--- src/hdl/bitmap_block_allocator_unit_assert.svh ---
// Assertion macros for the bitmap block allocator.
// Included by the top level; no other dependencies.
`ifndef BITMAP_BLOCK_ALLOCATOR_UNIT_ASSERT_SVH
`define BITMAP_BLOCK_ALLOCATOR_UNIT_ASSERT_SVH
`ifndef SYNTH
`define BBA_ASSERT_DIS(label, clk, rst, prop, msg) \
  label: assert property (@(posedge clk) disable iff (rst) prop) else $error(msg);
`define BBA_ASSERT_ALWAYS(label, clk, prop, msg) \
  label: assert property (@(posedge clk) prop) else $error(msg);
`else
`define BBA_ASSERT_DIS(label, clk, rst, prop, msg)
`define BBA_ASSERT_ALWAYS(label, clk, prop, msg)
`endif
`endif

--- src/hdl/bba_pkg.sv ---
// Shared types and constants for the bitmap block allocator.
// No dependencies; used by every module of the block.
`timescale 1ns / 1ps
package bba_pkg;

  localparam logic [1:0] OP_ALLOC = 2'd0;
  localparam logic [1:0] OP_FREE  = 2'd1;
  localparam logic [1:0] OP_LOAD  = 2'd2;

  localparam logic [1:0] ST_OK      = 2'd0;
  localparam logic [1:0] ST_NOSPACE = 2'd1;
  localparam logic [1:0] ST_RANGE   = 2'd2;

  localparam logic [7:0]  BYTE_FULL         = 8'hff;
  localparam logic [7:0]  BIT_LSB           = 8'h01;
  localparam logic [12:0] BLOCK_COUNT_RESET = 13'd4096;

  typedef struct packed {
    logic [1:0]  opcode;
    logic [11:0] block_index;
    logic [8:0]  byte_address;
    logic [7:0]  map_byte;
  } in_item_t;

  typedef struct packed {
    logic [1:0]  status;
    logic [11:0] allocated_index;
  } out_item_t;

  typedef struct packed {
    logic capture;
    logic clear_step;
    logic free_rd;
    logic free_wr;
    logic scan_adv;
    logic scan_eval;
    logic out_load;
  } ctl_cmd_t;

  typedef struct packed {
    logic clear_last;
    logic start_scan;
    logic start_free;
    logic scan_done;
  } dp_status_t;

endpackage

--- src/hdl/bba_controller.sv ---
// Controller state machine of the bitmap block allocator.
// Depends on bba_pkg; drives bba_datapath with commands and reads its status.
`timescale 1ns / 1ps
module bba_controller (
  input  logic                 clk,
  input  logic                 rst,
  input  logic                 in_valid,
  output logic                 in_ready,
  output logic                 out_valid,
  input  logic                 out_ready,
  output bba_pkg::ctl_cmd_t    cmd,
  input  bba_pkg::dp_status_t  stat
);

  typedef enum logic [2:0] {
    S_CLEAR,
    S_IDLE,
    S_FREE_RD,
    S_FREE_WR,
    S_SCAN_ISSUE,
    S_SCAN,
    S_FINISH
  } state_t;

  state_t state;
  logic   accept;
  logic   slot_free;

  always_comb begin
    in_ready = state == S_IDLE;
    accept = in_valid && in_ready;
    slot_free = !out_valid || out_ready;
    cmd.capture = accept;
    cmd.clear_step = state == S_CLEAR;
    cmd.free_rd = state == S_FREE_RD;
    cmd.free_wr = state == S_FREE_WR;
    cmd.scan_adv = (state == S_SCAN_ISSUE) || (state == S_SCAN);
    cmd.scan_eval = state == S_SCAN;
    cmd.out_load = (state == S_FINISH) && slot_free;
  end

  always_ff @(posedge clk) begin
    if (rst) begin
      state <= S_CLEAR;
      out_valid <= 1'b0;
    end else begin
      if (cmd.out_load) begin
        out_valid <= 1'b1;
      end else if (out_ready) begin
        out_valid <= 1'b0;
      end
      case (state)
        S_CLEAR: begin
          if (stat.clear_last) begin
            state <= S_IDLE;
          end
        end
        S_IDLE: begin
          if (accept) begin
            if (stat.start_scan) begin
              state <= S_SCAN_ISSUE;
            end else if (stat.start_free) begin
              state <= S_FREE_RD;
            end else begin
              state <= S_FINISH;
            end
          end
        end
        S_FREE_RD: state <= S_FREE_WR;
        S_FREE_WR: state <= S_FINISH;
        S_SCAN_ISSUE: state <= S_SCAN;
        S_SCAN: begin
          if (stat.scan_done) begin
            state <= S_FINISH;
          end
        end
        S_FINISH: begin
          if (slot_free) begin
            state <= S_IDLE;
          end
        end
        default: state <= S_CLEAR;
      endcase
    end
  end

endmodule

--- config.mk ---
export PLATFORM = sky130hd
export DESIGN_NAME = bba_controller
export DESIGN_NICKNAME = d
export VERILOG_FILES = /design/src/hdl/bitmap_block_allocator_unit_assert.svh /design/src/hdl/bba_pkg.sv /design/src/hdl/bba_controller.sv
export SDC_FILE = /design/constraint.sdc
export NUM_CORES = 1
export LEC_CHECK = 0
export ABC_AREA = 1
export ABC_CLOCK_PERIOD_IN_PS = 1800
export BUFFER_PORTS_ARGS = -buffer_cell sky130_fd_sc_hd__buf_2
export CAP_MARGIN = 25
export CORE_AREA = 5 5 42 44
export CTS_CLUSTER_SIZE = 20
export DETAILED_ROUTE_END_ITERATION = 10
export DIE_AREA = 0 0 47 49
export HOLD_SLACK_MARGIN = 0.12
export PLACE_DENSITY = 0.61
export SKIP_CTS_REPAIR_TIMING = 1
export SYNTH_ARGS = -nofsm -noshare
export SYNTH_HDL_FRONTEND = slang
export SYNTH_SLANG_ARGS = --single-unit
--- constraint.sdc ---
create_clock -name clk -period 1.8 [get_ports clk]
set_input_delay 0 -clock clk [delete_from_list [all_inputs] [get_ports clk]]
set_output_delay 0 -clock clk [all_outputs]
set_load 0.03 [all_outputs]
==> impl_metrics.yaml <==
synth:
  syn_avg_cell_area_um2: 5.92
  synth_area_leader_cell: "dfxtp_1"
  syn_inst: 56
  netlist_area_um2: 332
  synth_top_cell_area_share: 0.242
  ys_seq_elements: 4
  synth_cell_types: 16
  yosys-top-cells-area: "dfxtp_1 24%, nor2_1 18%, inv_1 7.9%"
  yosysSeqAreaShare: 0.242
  yosysWarningCount: 0
  postSynthNetCount: 64
critical_path:
  cp.arrival_ns: 1.26
  path_delay_family: "flip-flops"
  path_cells: "nand3_2 > a21oi_1 > buf_2"
  endpoint_kind: "primary output"
  required_ns: 1.80
  slowest_delay_ns: 0.51
  worstSetupStartpointType: "register"
  crit_type: "reg2out"
  crit_path_top_delay_cell: "dfxtp_1"
  crit_fanout: 9
  crit_buf_inv: 1
cts:
  cts-root-buf: "clkbuf_4"
  cts_sinks: 4
  ctsHtreeMaxLevel: 1
  clockBufferDepth: 2
  cts_buffers: 3
  insertion_delay_ns: 0.23
  clkSlewWorstSetupHoldPaths_ns: 0.04
  tritoncts: "done"
sta:
  period_share: 0.703
  max_freq_ghz: 0.791
  finalSetupTns_ns: 0
  worstMarginPinSlew_ns: 0.344
  setup-violations-final: 0
  finalHoldViolCount: 0
  fin_crit_ns: 1.26
  setup_slack_ns: 0.535
  slew_violations: 0
  fin_skew_ns: 0.00233
  slew_headroom: 0.770
  rsz0062_at_grt: "no"
die:
  die_area_um2: 2300
  initial_core_util: 0.237
  row_count: 14
  die_h_um: 49
  fp.dieW_um: 47
  ioPinCount: 17
  coreArea_um2: 1400
placed_design:
  hpwl_um: 647
  dp_cells: 86
  place.gp.congestion: 0.778
  portBuffers: 16
  pre_cts_slack_ns: 0.587
finish:
  stdcell_count: 90
  multi_input_area_um2: 199
  fillers: 167
  nets: 84
  seqCellArea_um2: 80.1
  area_growth_pct: 34.3
  drive_gt1_frac: 0.378
  diodes: 0
pwr:
  powerDensity_nw_per_um2: 1760
  power.leakage_nw: 0.255
  ir_drop_mv: 0.682
routing:
  drt_iter0_drc: 5
  ant_nets: 0
  viasPerCell: 4.24
  wl_per_cell_um: 9.94
  firstDrtPassIters: 2
  wl_um: 895
  vias: 382
  drc: 0
flow_run:
  cap_violations: 0
worst_hold_path:
  hold_path_class: "in2reg"
status:
  status: "complete, no violations"
global_routing:
  grt_max_degree: 10
  grt_overflow: 0
  grt_pass1_vias: 321
  grt_pass1_wl_mm: 1.38
  groute.usage.overall: 0.0802
  antenna_found_initial: 0
[through the flow]
| stage | instance area, µm² | total power [mW] | utilization | hold WS (ns) |
|---|---|---|---|---|
| CTS | 435 | 0.792 | 0.311 | -0.0560 |
| floorplan | 332 | 0.582 | - | 0.0691 |
| global placement | 413 | 0.670 | 0.295 | 0.192 |
| detailed placement | 413 | 0.676 | 0.295 | 0.191 |
| finish | 445 | 0.786 | 0.318 | 0.0992 |
| global route | 445 | 0.864 | 0.318 | 0.122 |
[path summary, 6_finish.rpt]
kind | start | endpoint | slack (ns) | depth (start not counted)
min reg2reg | out_valid | out_valid | 0.55 | 2
max reg2reg | state[2] | state[1] | 0.58 | 7
max | state[2] | cmd[0] | 0.54 | 3
min | out_ready | out_valid | 0.1 | 4
[cell usage after synthesis, drive strengths merged]
cell type / count
nand3b: 1
nand2: 7
nor3: 2
nand3: 5
nor2: 19
dfxtp: 4
o21ai: 3
buf: 2
inv: 9
a21oi: 4
[flip-flops by register name, summed over array words and instances, names as in the netlist]
| register | count |
|---|---|
| state | 3 |
| out_valid | 1 |
[cells in the final DEF, fill, tap and decap left out]
master         count
nor2_1            16
buf_2             16
inv_1              7
nand2_1            6
a21oi_1            4
dfxtp_1            4
nor2_2             3
nand3_1            3
clkbuf_4           3
inv_2              2
nand3_2            2
nor3_1             2
o21ai_1            2
nand2_2            1
o21ai_2            1
nand3b_1           1
dlygate4sd3_1      1
[layer usage]
| layer | share of wire | track usage | vias to the layer above |
|---|---|---|---|
| li1 | - | - | 208 |
| met1 | 0.45 | 0.112 | 160 |
| met2 | 0.45 | 0.106 | 12 |
| met3 | 0.072 | 0.0258 | 2 |
| met4 | 0.019 | 0.0415 | 0 |
| met5 | 0 | 0 | - |
[logic make-up after synthesis]
| logic type | synth area share |
|---|---|
| AO/OA/AOI/OAI | 0.117 |
| flip-flops | 0.242 |
| buffers and inverters | 0.159 |
| AND/OR/NAND/NOR | 0.483 |
[worst min-delay path, stage by stage]
cell and delay, ns:
buf_2 0.07, inv_1 0.04, nand2_1 0.10, a21oi_1 0.07
[report_power, final]
group / internal [mW] / switching, mW / total (mW)
Combinational: 0.152 / 0.332 / 0.484
Sequential: 0.121 / 0.0714 / 0.192
Clock: 0.0745 / 0.0349 / 0.109
Total: 0.348 / 0.438 / 0.786
[area by class of cell]
cell class                 count  area share
tap                           16      0.0449
inverter                       9      0.0758
multi-input combinational     41       0.447
clock buffer                   3      0.0506
timing repair buffer          17       0.202
sequential                     4       0.180
No activity file was read; power rests on OpenSTA's default activity.
